--- src/ckb_pkg.sv ---
package ckb_pkg;

    // Register map (word index = paddr[3:2])
    localparam int ADDR_W = 4;
    localparam logic [1:0] REG_KEY_CB     = 2'd0;
    localparam logic [1:0] REG_KEY_CR     = 2'd1;
    localparam logic [1:0] REG_ACCEPT_TAN = 2'd2;
    localparam logic [1:0] REG_BLEND_MODE = 2'd3;

    // Blend formulas
    localparam logic [2:0] BL_LIGHT_DIFF = 3'd0;
    localparam logic [2:0] BL_COLOR_BURN = 3'd1;
    localparam logic [2:0] BL_MULTIPLY   = 3'd2;
    localparam logic [2:0] BL_REFLECT    = 3'd3;
    localparam logic [2:0] BL_DIVIDE     = 3'd4;
    localparam logic [2:0] BL_LIN_LIGHT  = 3'd5;
    localparam logic [2:0] BL_SUBTRACT   = 3'd6;
    localparam logic [2:0] BL_OVERLAY    = 3'd7;

    localparam logic [7:0] LUMA_MIN = 8'd16;
    localparam logic [7:0] LUMA_MAX = 8'd235;

    // Divider: 16-bit dividend, 8-bit divisor, DIV_STEPS quotient bits per stage
    localparam int DIV_W      = 16;
    localparam int DIV_STEPS  = 4;
    localparam int DIV_STAGES = DIV_W / DIV_STEPS;
    localparam int PIPE_DEPTH = DIV_STAGES + 1;

    typedef struct packed {
        logic signed [7:0] key_cb;
        logic signed [7:0] key_cr;
        logic [12:0]       accept_tan;
        logic [2:0]        blend_mode;
    } cfg_t;

    typedef struct packed {
        logic [7:0]       rem;
        logic [DIV_W-1:0] num;  // dividend bits shift out on top, quotient bits shift in below
        logic [7:0]       dvs;
    } div_t;

    typedef struct packed {
        logic [7:0] fg_luma;
        logic [7:0] bg_luma;
        logic       frame_end;
    } side_t;

    function automatic logic [7:0] clamp_luma(input logic [7:0] v);
        logic [7:0] r;
        r = v;
        if (v < LUMA_MIN)
            r = LUMA_MIN;
        else if (v > LUMA_MAX)
            r = LUMA_MAX;
        return r;
    endfunction

    // Final blend from the luma pair, the stage product and the quotient
    function automatic logic [7:0] blend_final(
        input logic [2:0]       mode,
        input logic [7:0]       a,
        input logic [7:0]       b,
        input logic [15:0]      prod,
        input logic [DIV_W-1:0] quo
    );
        logic [8:0] s;
        logic [8:0] t;
        logic [7:0] v;
        logic [7:0] r;
        s = {1'b0, a} + {1'b0, b};
        t = '0;
        v = '0;
        r = '0;
        case (mode)
            BL_LIGHT_DIFF: begin
                t = (s <= 9'd255) ? s : (9'd510 - s);
                r = t[7:0];
            end
            BL_COLOR_BURN: begin
                v = 8'd255 - quo[7:0];
                r = clamp_luma(v);
            end
            BL_MULTIPLY: r = prod[15:8];
            BL_REFLECT: begin
                v = quo[7:0];
                r = (v < LUMA_MIN || v > LUMA_MAX) ? a : v;
            end
            BL_DIVIDE: r = clamp_luma(quo[7:0]);
            BL_LIN_LIGHT: begin
                // a + 2b - 235, wrapped to 8 bits (-235 == +21 mod 256)
                v = a + {b[6:0], 1'b0} + 8'd21;
                r = clamp_luma(v);
            end
            BL_SUBTRACT: r = a + b + 8'd1;
            default: begin
                t = b[7] ? (9'd255 - prod[15:7]) : prod[15:7];
                r = (t < {1'b0, LUMA_MIN}) ? LUMA_MIN : t[7:0];
            end
        endcase
        return r;
    endfunction

endpackage

--- src/ckb_ifs.sv ---
interface ckb_in_if;
    logic       valid;
    logic       ready;
    logic [7:0] fg_luma;
    logic [7:0] fg_blue_diff;
    logic [7:0] fg_red_diff;
    logic [7:0] bg_luma;
    logic       frame_end;

    modport source (
        output valid, fg_luma, fg_blue_diff, fg_red_diff, bg_luma, frame_end,
        input  ready
    );
    modport sink (
        input  valid, fg_luma, fg_blue_diff, fg_red_diff, bg_luma, frame_end,
        output ready
    );
endinterface

interface ckb_out_if;
    logic       valid;
    logic       ready;
    logic [7:0] out_luma;
    logic       keyed;
    logic       frame_end_out;

    modport source (
        output valid, out_luma, keyed, frame_end_out,
        input  ready
    );
    modport sink (
        input  valid, out_luma, keyed, frame_end_out,
        output ready
    );
endinterface

--- src/ckb_cfg.sv ---
module ckb_cfg import ckb_pkg::*; (
    input  logic              clk,
    input  logic              rst_n,
    input  logic              psel,
    input  logic              penable,
    input  logic              pwrite,
    input  logic [ADDR_W-1:0] paddr,
    input  logic [31:0]       pwdata,
    output logic [31:0]       prdata,
    output logic              pready,
    output cfg_t              cfg
);

    cfg_t cfg_reg;
    logic wr_en;

    assign wr_en  = psel && penable && pwrite;
    assign pready = 1'b1;
    assign cfg    = cfg_reg;

    always_ff @(posedge clk or negedge rst_n)
    begin
        if (!rst_n)
        begin
            cfg_reg.key_cb     <= '0;
            cfg_reg.key_cr     <= '0;
            cfg_reg.accept_tan <= '0;
            cfg_reg.blend_mode <= BL_COLOR_BURN;
        end
        else if (wr_en)
        begin
            unique case (paddr[3:2])
                REG_KEY_CB:     cfg_reg.key_cb     <= pwdata[7:0];
                REG_KEY_CR:     cfg_reg.key_cr     <= pwdata[7:0];
                REG_ACCEPT_TAN: cfg_reg.accept_tan <= pwdata[12:0];
                REG_BLEND_MODE: cfg_reg.blend_mode <= pwdata[2:0];
                default: ;
            endcase
        end
    end

    always_comb
    begin
        unique case (paddr[3:2])
            REG_KEY_CB:     prdata = {{24{cfg_reg.key_cb[7]}}, cfg_reg.key_cb};
            REG_KEY_CR:     prdata = {{24{cfg_reg.key_cr[7]}}, cfg_reg.key_cr};
            REG_ACCEPT_TAN: prdata = {19'd0, cfg_reg.accept_tan};
            REG_BLEND_MODE: prdata = {29'd0, cfg_reg.blend_mode};
            default:        prdata = '0;
        endcase
    end

endmodule

--- src/ckb_key.sv ---
module ckb_key import ckb_pkg::*; (
    input  logic       clk,
    input  logic       adv,
    input  cfg_t       cfg,
    input  logic [7:0] fg_blue_diff,
    input  logic [7:0] fg_red_diff,
    output logic       hit
);

    // Stage A: four chroma products
    logic signed [16:0] cb_kcb_reg, cr_kcr_reg, cr_kcb_reg, cb_kcr_reg;
    // Stage B: rotated, saturated coordinates
    logic signed [17:0] sum_x, sum_y;
    logic signed [7:0]  xx_reg, yy_reg;
    // Stage C: limit product and |yy|
    logic signed [21:0] lim_prod_reg;
    logic [7:0]         ay_reg;
    // Stage D: compare
    logic [7:0]         lim8, lim;
    logic               hit_reg;

    function automatic logic signed [7:0] sat_s8(input logic signed [10:0] v);
        logic signed [7:0] r;
        r = v[7:0];
        if (v < -11'sd128)
            r = -8'sd128;
        else if (v > 11'sd127)
            r = 8'sd127;
        return r;
    endfunction

    assign sum_x = 18'(cb_kcb_reg) + 18'(cr_kcr_reg);
    assign sum_y = 18'(cr_kcb_reg) - 18'(cb_kcr_reg);

    // Low byte of the arithmetic shift by 4, capped at 127
    assign lim8 = lim_prod_reg[11:4];
    assign lim  = lim8[7] ? 8'd127 : lim8;
    assign hit  = hit_reg;

    always_ff @(posedge clk)
    begin
        if (adv)
        begin
            cb_kcb_reg <= 17'($signed({1'b0, fg_blue_diff}) * cfg.key_cb);
            cr_kcr_reg <= 17'($signed({1'b0, fg_red_diff}) * cfg.key_cr);
            cr_kcb_reg <= 17'($signed({1'b0, fg_red_diff}) * cfg.key_cb);
            cb_kcr_reg <= 17'($signed({1'b0, fg_blue_diff}) * cfg.key_cr);

            xx_reg <= sat_s8(sum_x[17:7]);
            yy_reg <= sat_s8(sum_y[17:7]);

            lim_prod_reg <= 22'(xx_reg * $signed({1'b0, cfg.accept_tan}));
            ay_reg       <= yy_reg[7] ? 8'(-yy_reg) : 8'(yy_reg);

            hit_reg <= ay_reg < lim;
        end
    end

endmodule

--- src/ckb_blend.sv ---
module ckb_blend import ckb_pkg::*; (
    input  logic        clk,
    input  logic        adv,
    input  logic [2:0]  mode,
    input  logic [7:0]  fg_luma,
    input  logic [7:0]  bg_luma,
    output logic [15:0] prod,
    output div_t        div_init
);

    logic [7:0]  mul_x, mul_y, dvs;
    logic [7:0]  a_lo, b_lo, b_hi, inv_b;
    logic [15:0] prod_reg;
    logic [7:0]  dvs_reg;

    assign a_lo  = (fg_luma < LUMA_MIN) ? LUMA_MIN : fg_luma;
    assign b_lo  = (bg_luma < LUMA_MIN) ? LUMA_MIN : bg_luma;
    assign b_hi  = (bg_luma > LUMA_MAX) ? LUMA_MAX : bg_luma;
    assign inv_b = 8'd255 - bg_luma;

    // One shared multiplier; the dividing modes also set the divisor
    always_comb
    begin
        mul_x = fg_luma;
        mul_y = bg_luma;
        dvs   = 8'd1;
        case (mode)
            BL_COLOR_BURN: begin
                mul_x = 8'd255 - b_lo;
                mul_y = 8'd255 - b_lo;
                dvs   = a_lo;
            end
            BL_REFLECT: begin
                mul_x = fg_luma;
                mul_y = fg_luma;
                dvs   = 8'd255 - b_hi;
            end
            BL_DIVIDE: begin
                mul_x = bg_luma;
                mul_y = 8'd1;
                dvs   = (inv_b < LUMA_MIN) ? LUMA_MIN : inv_b;
            end
            BL_OVERLAY: begin
                if (bg_luma[7])
                begin
                    mul_x = inv_b;
                    mul_y = 8'd255 - fg_luma;
                end
            end
            default: ;
        endcase
    end

    always_ff @(posedge clk)
    begin
        if (adv)
        begin
            prod_reg <= mul_x * mul_y;
            dvs_reg  <= dvs;
        end
    end

    assign prod          = prod_reg;
    assign div_init.rem  = '0;
    assign div_init.num  = prod_reg;
    assign div_init.dvs  = dvs_reg;

endmodule

--- src/ckb_div_stage.sv ---
module ckb_div_stage import ckb_pkg::*; (
    input  logic clk,
    input  logic adv,
    input  div_t d_in,
    output div_t d_out
);

    div_t       w;
    logic [8:0] r9;
    logic [8:0] diff;
    logic       ge;
    div_t       d_reg;

    // Restoring division, DIV_STEPS quotient bits
    always_comb
    begin
        w    = d_in;
        r9   = '0;
        diff = '0;
        ge   = 1'b0;
        for (int k = 0; k < DIV_STEPS; k++)
        begin
            r9    = {w.rem, w.num[DIV_W-1]};
            diff  = r9 - {1'b0, w.dvs};
            ge    = r9 >= {1'b0, w.dvs};
            w.rem = ge ? diff[7:0] : r9[7:0];
            w.num = {w.num[DIV_W-2:0], ge};
        end
    end

    always_ff @(posedge clk)
    begin
        if (adv)
            d_reg <= w;
    end

    assign d_out = d_reg;

endmodule

--- src/chroma_key_select_blend.sv ---
// Chroma key test with luma blend, one pixel word per clock.
//
// in_ch carries a foreground Y/Cb/Cr pixel, the background Y and a
// frame end mark; out_ch returns the resulting luma, the keyed flag and
// the frame end mark, one result word for each input word, in order.
// The user must write key direction, acceptance tangent and blend mode
// over APB only while no pixel is in flight; the block does not enforce it.
//
// A result word passes five pipeline stages (chroma products, rotation
// and limit math, then a four-stage restoring divider running beside
// them at 4 quotient bits per stage) and the output register.
// Throughput: one word per cycle while out_ch does not stall.
//
// When out_ch stalls with a word waiting, the whole pipeline holds and
// in_ch.ready drops; nothing is lost or repeated. Reset empties every
// stage and loads the registers with key 0/0, tangent 0, blend mode 1.
module chroma_key_select_blend import ckb_pkg::*; (
    input  logic              clk,
    input  logic              rst_n,
    ckb_in_if.sink            in_ch,
    ckb_out_if.source         out_ch,
    input  logic              psel,
    input  logic              penable,
    input  logic              pwrite,
    input  logic [ADDR_W-1:0] paddr,
    input  logic [31:0]       pwdata,
    output logic [31:0]       prdata,
    output logic              pready
);

    cfg_t cfg;
    logic adv;

    // Valid bits of the five inner stages plus the output register
    logic [PIPE_DEPTH-1:0] valid_reg;
    logic                  out_valid_reg;

    // Side payload carried along the stages
    side_t       side_reg [0:PIPE_DEPTH-1];
    logic [15:0] prod_a;
    logic [15:0] prod_reg [1:PIPE_DEPTH-1];
    div_t        div_pipe [0:DIV_STAGES];
    logic        hit_d;
    logic        hit_e_reg;

    logic [7:0]  out_luma_reg;
    logic        keyed_reg;
    logic        frame_end_out_reg;

    // Advance every stage when the output register is empty or being drained
    assign adv         = !out_valid_reg || out_ch.ready;
    assign in_ch.ready = adv;

    ckb_cfg u_cfg (
        .clk     (clk),
        .rst_n   (rst_n),
        .psel    (psel),
        .penable (penable),
        .pwrite  (pwrite),
        .paddr   (paddr),
        .pwdata  (pwdata),
        .prdata  (prdata),
        .pready  (pready),
        .cfg     (cfg)
    );

    // Key test: products, rotate and saturate, limit, compare (hit at stage D)
    ckb_key u_key (
        .clk          (clk),
        .adv          (adv),
        .cfg          (cfg),
        .fg_blue_diff (in_ch.fg_blue_diff),
        .fg_red_diff  (in_ch.fg_red_diff),
        .hit          (hit_d)
    );

    // Blend operand product and divider setup (stage A)
    ckb_blend u_blend (
        .clk      (clk),
        .adv      (adv),
        .mode     (cfg.blend_mode),
        .fg_luma  (in_ch.fg_luma),
        .bg_luma  (in_ch.bg_luma),
        .prod     (prod_a),
        .div_init (div_pipe[0])
    );

    // Divider stages B..E
    for (genvar k = 0; k < DIV_STAGES; k++)
    begin : g_div
        ckb_div_stage u_div (
            .clk   (clk),
            .adv   (adv),
            .d_in  (div_pipe[k]),
            .d_out (div_pipe[k+1])
        );
    end

    always_ff @(posedge clk or negedge rst_n)
    begin
        if (!rst_n)
        begin
            valid_reg     <= '0;
            out_valid_reg <= 1'b0;
        end
        else if (adv)
        begin
            valid_reg     <= {valid_reg[PIPE_DEPTH-2:0], in_ch.valid};
            out_valid_reg <= valid_reg[PIPE_DEPTH-1];
        end
    end

    always_ff @(posedge clk)
    begin
        if (adv)
        begin
            side_reg[0].fg_luma   <= in_ch.fg_luma;
            side_reg[0].bg_luma   <= in_ch.bg_luma;
            side_reg[0].frame_end <= in_ch.frame_end;
            for (int i = 1; i < PIPE_DEPTH; i++)
                side_reg[i] <= side_reg[i-1];

            prod_reg[1] <= prod_a;
            for (int i = 2; i < PIPE_DEPTH; i++)
                prod_reg[i] <= prod_reg[i-1];

            hit_e_reg <= hit_d;

            // Output register: blend when keyed, else pass the foreground luma
            out_luma_reg <= hit_e_reg
                ? blend_final(cfg.blend_mode,
                              side_reg[PIPE_DEPTH-1].fg_luma,
                              side_reg[PIPE_DEPTH-1].bg_luma,
                              prod_reg[PIPE_DEPTH-1],
                              div_pipe[DIV_STAGES].num)
                : side_reg[PIPE_DEPTH-1].fg_luma;
            keyed_reg         <= hit_e_reg;
            frame_end_out_reg <= side_reg[PIPE_DEPTH-1].frame_end;
        end
    end

    assign out_ch.valid         = out_valid_reg;
    assign out_ch.out_luma      = out_luma_reg;
    assign out_ch.keyed         = keyed_reg;
    assign out_ch.frame_end_out = frame_end_out_reg;

endmodule

--- src/flat_wrapper.sv ---
// flat-port wrapper written by rule: the top's interface ports become plain ports
module chroma_key_select_blend_flat import ckb_pkg::*;
  (clk, rst_n, psel, penable, pwrite, paddr, pwdata, prdata, pready, in_ch_valid, in_ch_fg_luma, in_ch_fg_blue_diff, in_ch_fg_red_diff, in_ch_bg_luma, in_ch_frame_end, in_ch_ready, out_ch_valid, out_ch_out_luma, out_ch_keyed, out_ch_frame_end_out, out_ch_ready);
  ckb_in_if in_ch_i ();
  ckb_out_if out_ch_i ();
  input  logic clk;
  input  logic rst_n;
  input  logic psel;
  input  logic penable;
  input  logic pwrite;
  input  logic [ADDR_W-1:0] paddr;
  input  logic [31:0] pwdata;
  output logic [31:0] prdata;
  output logic pready;
  input wire logic [$bits(in_ch_i.valid)-1:0] in_ch_valid;
  input wire logic [$bits(in_ch_i.fg_luma)-1:0] in_ch_fg_luma;
  input wire logic [$bits(in_ch_i.fg_blue_diff)-1:0] in_ch_fg_blue_diff;
  input wire logic [$bits(in_ch_i.fg_red_diff)-1:0] in_ch_fg_red_diff;
  input wire logic [$bits(in_ch_i.bg_luma)-1:0] in_ch_bg_luma;
  input wire logic [$bits(in_ch_i.frame_end)-1:0] in_ch_frame_end;
  output wire logic [$bits(in_ch_i.ready)-1:0] in_ch_ready;
  output wire logic [$bits(out_ch_i.valid)-1:0] out_ch_valid;
  output wire logic [$bits(out_ch_i.out_luma)-1:0] out_ch_out_luma;
  output wire logic [$bits(out_ch_i.keyed)-1:0] out_ch_keyed;
  output wire logic [$bits(out_ch_i.frame_end_out)-1:0] out_ch_frame_end_out;
  input wire logic [$bits(out_ch_i.ready)-1:0] out_ch_ready;
  assign in_ch_i.valid = in_ch_valid;
  assign in_ch_i.fg_luma = in_ch_fg_luma;
  assign in_ch_i.fg_blue_diff = in_ch_fg_blue_diff;
  assign in_ch_i.fg_red_diff = in_ch_fg_red_diff;
  assign in_ch_i.bg_luma = in_ch_bg_luma;
  assign in_ch_i.frame_end = in_ch_frame_end;
  assign in_ch_ready = in_ch_i.ready;
  assign out_ch_valid = out_ch_i.valid;
  assign out_ch_out_luma = out_ch_i.out_luma;
  assign out_ch_keyed = out_ch_i.keyed;
  assign out_ch_frame_end_out = out_ch_i.frame_end_out;
  assign out_ch_i.ready = out_ch_ready;
  chroma_key_select_blend u_core (.clk(clk), .rst_n(rst_n), .in_ch(in_ch_i), .out_ch(out_ch_i), .psel(psel), .penable(penable), .pwrite(pwrite), .paddr(paddr), .pwdata(pwdata), .prdata(prdata), .pready(pready));
endmodule
--- config.mk ---
export PLATFORM = sky130hd
export DESIGN_NAME = chroma_key_select_blend_flat
export DESIGN_NICKNAME = d
export VERILOG_FILES = /design/src/ckb_pkg.sv /design/src/ckb_ifs.sv /design/src/ckb_cfg.sv /design/src/ckb_key.sv /design/src/ckb_blend.sv /design/src/ckb_div_stage.sv /design/src/chroma_key_select_blend.sv /design/src/flat_wrapper.sv
export SDC_FILE = /design/constraint.sdc
export NUM_CORES = 2
export LEC_CHECK = 0
export BUFFER_PORTS_ARGS = -buffer_cell sky130_fd_sc_hd__buf_2
export CAP_MARGIN = 20
export CORE_ASPECT_RATIO = 0.9
export CORE_MARGIN = 2
export CORE_UTILIZATION = 45
export DETAILED_ROUTE_END_ITERATION = 8
export GPL_ROUTABILITY_DRIVEN = 1
export GPL_TIMING_DRIVEN = 0
export PLACE_DENSITY_LB_ADDON = 0.05
export SLEW_MARGIN = 10
export SYNTH_ARGS = -nofsm -noshare
export SYNTH_HDL_FRONTEND = slang
export SYNTH_SLANG_ARGS = --single-unit
--- constraint.sdc ---
create_clock -name clk -period 14.39 [get_ports clk]
set_input_delay 2.878 -clock clk [delete_from_list [all_inputs] [get_ports clk]]
set_output_delay 2.878 -clock clk [all_outputs]
set_load 0.01 [all_outputs]
==> out/summary.txt <==
status -> complete, no violations
Largest register FFs -> 85
unrepaired setup endpoints after global routing -> false
Net Count, Synth -> 4224
Worst-path clk slew -> 0.06 ns
Num CTS Buffers -> 44
CP endpoint kind -> flip-flop
fillcell total -> 7186
Hold Path Class -> reg -> reg
post-route minimum period -> 10.09 ns
GRT overflow -> 0
Final Hold Fails -> 0
1st-iter DRT viols -> 1591
DR WL/cell -> 18.3 µm
vias per cell -> 5.41
First-pass DRT Iterations -> 5
top cell type's share of synthesized area -> 0.288
worst skew pair latency -> 0.58 ns
post-synthesis mux area share -> 0.0333
Tot GR Track Use -> 0.218
max cap viols -> 0
PortBufs -> 98
clock buffer depth -> 3
r2r setup slk -> 4.30 ns
final setup fails -> 0
Final TNS setup -> 0 ns
Synth top cells by count -> inv_1 (460), ha_1 (417), edfxtp_1 (335)
main flop type after synthesis -> edfxtp_1
cell with the most instances after synthesis -> inv_1
TritonCTS clock tree -> yes
post-synthesis adder-cell area fraction -> 0.286
Yosys cell types -> 98
Crit path largest cell delay -> 0.65 ns
cell area after synthesis -> 0.0349 mm²
R2R Path Start -> u_core.g_div[1].u_div.d_out[1]
Row Count -> 96
Post-route DRC -> 0
complex-gate fraction of the synthesized area -> 0.113
hold buffer count at CTS -> 0
Resize count post-CTS -> 0
largest net degree at the start of global routing -> 104
WL final -> 86000 µm
CP max stage cell -> nor4_2
share of layout cells above drive strength 1 -> 0.0873
global-route wire length before repair -> 138000 µm
Core Region -> 0.0765 mm²
Die Y -> 268 µm
sequential share of the synthesized area -> 0.316
Synth Area in Simple Gates -> 0.142
dpl hpwl -> 67700 µm
FF+latch count, synth -> 373
Synthesis Warnings -> 0
post-synth top area cell -> edfxtp_1
CP max FO -> 10
H-tree levels -> 2
initial antenna violation count -> 2
Synth Area in XOR/XNOR -> 0.0462
clk_skew -> 0.0197 ns
Die Width -> 297 µm
worst rel slew slack -> 0.167
Critical Path Source Type -> flip-flop
Final Max Tran Viols -> 0
Nets -> 4373
Die ar. -> 0.0798 mm²
final worst-path cycle share -> 0.701
Final ANT Viol Nets -> 0
number of synthesized flops with an enable pin -> 335
root buf cell -> clkbuf_16
CP Class -> reg -> reg
area delta synth->final -> 9.85%
ranking of synthesized cells by area -> edfxtp_1 (29%), ha_1 (15%), fa_1 (14%)
Mapped Cells -> 3494
FMAX -> 0.0991 GHz
I/O Pins -> 121
actual slew at the worst max-slew pin -> 1.25 ns
vias in the first global route -> 25759
min-delay src -> u_core.side_reg[0][50]
Crit path top cell by count -> o21ai_0
Post-synth ARST share -> 0.102
CP Data Arrival Time -> 10.45 ns
largest family of logic cells by synthesized area -> adder cells
postcts setup bufs -> 0
GP Congestion -> 0.897
initial core utilization -> 0.456
syn_area_per_cell -> 9.98 µm²
crit path from -> u_core.g_div[1].u_div.d_out[1]
critical path data required time -> 14.75 ns
clk sinks -> 373
DR vias -> 25456
==> metrics by stage <==
stage	util	hold slack (ns)	instance area [µm²]	std cells	setup slack, ns
floorplan	-	0.400	34900	3494	4.26
global placement	0.479	0.400	36700	4621	1.70
detailed placement	0.481	0.405	36800	4625	4.28
CTS	0.501	0.399	38300	4704	4.24
global route	0.501	0.403	38300	4705	3.56
finish	0.501	0.403	38300	4708	4.30
==> kinds of logic (layout without fill, tap and decap cells) <==
| group | Yosys count | in the layout |
|---|---|---|
| buf+inv | 570 | 752 |
| mux | 102 | 102 |
| fa+ha+maj | 654 | 654 |
| compound gates | 602 | 602 |
| simple gates | 1008 | 1008 |
| other cells | 1 | 4 |
| flops | 373 | 373 |
| xor+xnor | 184 | 184 |
==> cells in the final DEF (no fill, tap or decap), types with 8 or more instances in the layout <==
cell type,synthesis,final
inv_1,460,460
ha_1,417,417
edfxtp_1,335,335
nand2_1,274,274
fa_1,237,237
nor2_1,237,236
and2_1,179,179
a21oi_1,149,149
o21ai_0,146,146
xnor2_1,117,117
buf_2,3,102
clkbuf_1,80,83
nand2b_1,71,71
mux2_2,70,70
xor2_1,67,67
a21o_1,60,60
nand3_1,58,58
nor2b_1,47,47
clkbuf_16,0,45
nor3_1,41,40
o21a_1,37,37
dfrtp_1,37,37
nand4_1,26,26
mux2i_1,26,26
buf_4,21,21
a211oi_1,17,17
o22ai_1,16,16
or3_1,15,15
o21bai_1,15,15
a21boi_0,15,15
or2_2,15,15
and3_1,14,14
o211ai_1,13,13
a31oi_1,13,13
o31ai_1,12,12
a221oi_1,8,8
o221ai_1,8,8
a22oi_1,8,8
clkinv_2,0,8
==> critical path, delay by kind of cell (launching register included) <==
family / cells / cell delay [ns]
fa+ha+maj: 4 / 1.34
flops: 1 / 0.52
compound gates: 18 / 4.40
simple gates: 8 / 2.31
mux: 1 / 0.42
buf+inv: 3 / 0.89
==> area by class of cell <==
| class | instances | area [µm²] | area share |
|---|---|---|---|
| multi-input cells | 2551 | 21700 | 0.565 |
| diodes | 3 | 7.51 | 0.000196 |
| repair buffers | 103 | 593 | 0.0155 |
| well taps | 1029 | 1290 | 0.0336 |
| clock inverters | 27 | 348 | 0.00908 |
| inverters | 461 | 1730 | 0.0452 |
| plain buffers | 109 | 509 | 0.0133 |
| clock buffers | 52 | 1180 | 0.0309 |
| flip-flops and latches | 373 | 11000 | 0.287 |
==> layer usage <==
layer / vias up / part of all wire / global-route usage
li1: 12273 / - / -
met1: 12544 / 0.44 / 0.285
met2: 531 / 0.49 / 0.383
met3: 106 / 0.041 / 0.0240
met4: 2 / 0.024 / 0.0625
met5: - / 0.00019 / 0
==> worst paths after layout <==
kind | to | cells after the start
worst min-delay path | u_core.side_reg[0][67] | 0
worst max register to register | u_core.g_div[2].u_div.d_out[26] | 34
max in group asynchronous | u_core.u_cfg.cfg[2] | 1
worst min register to register | u_core.side_reg[0][67] | 0
min in group asynchronous | u_core.u_cfg.cfg[8] | 1
worst max-delay path | u_core.g_div[2].u_div.d_out[26] | 34
Power is left out: the tool's default activity adds up to more than one toggle a clock period on the data nets, which glitch-free logic cannot reach.
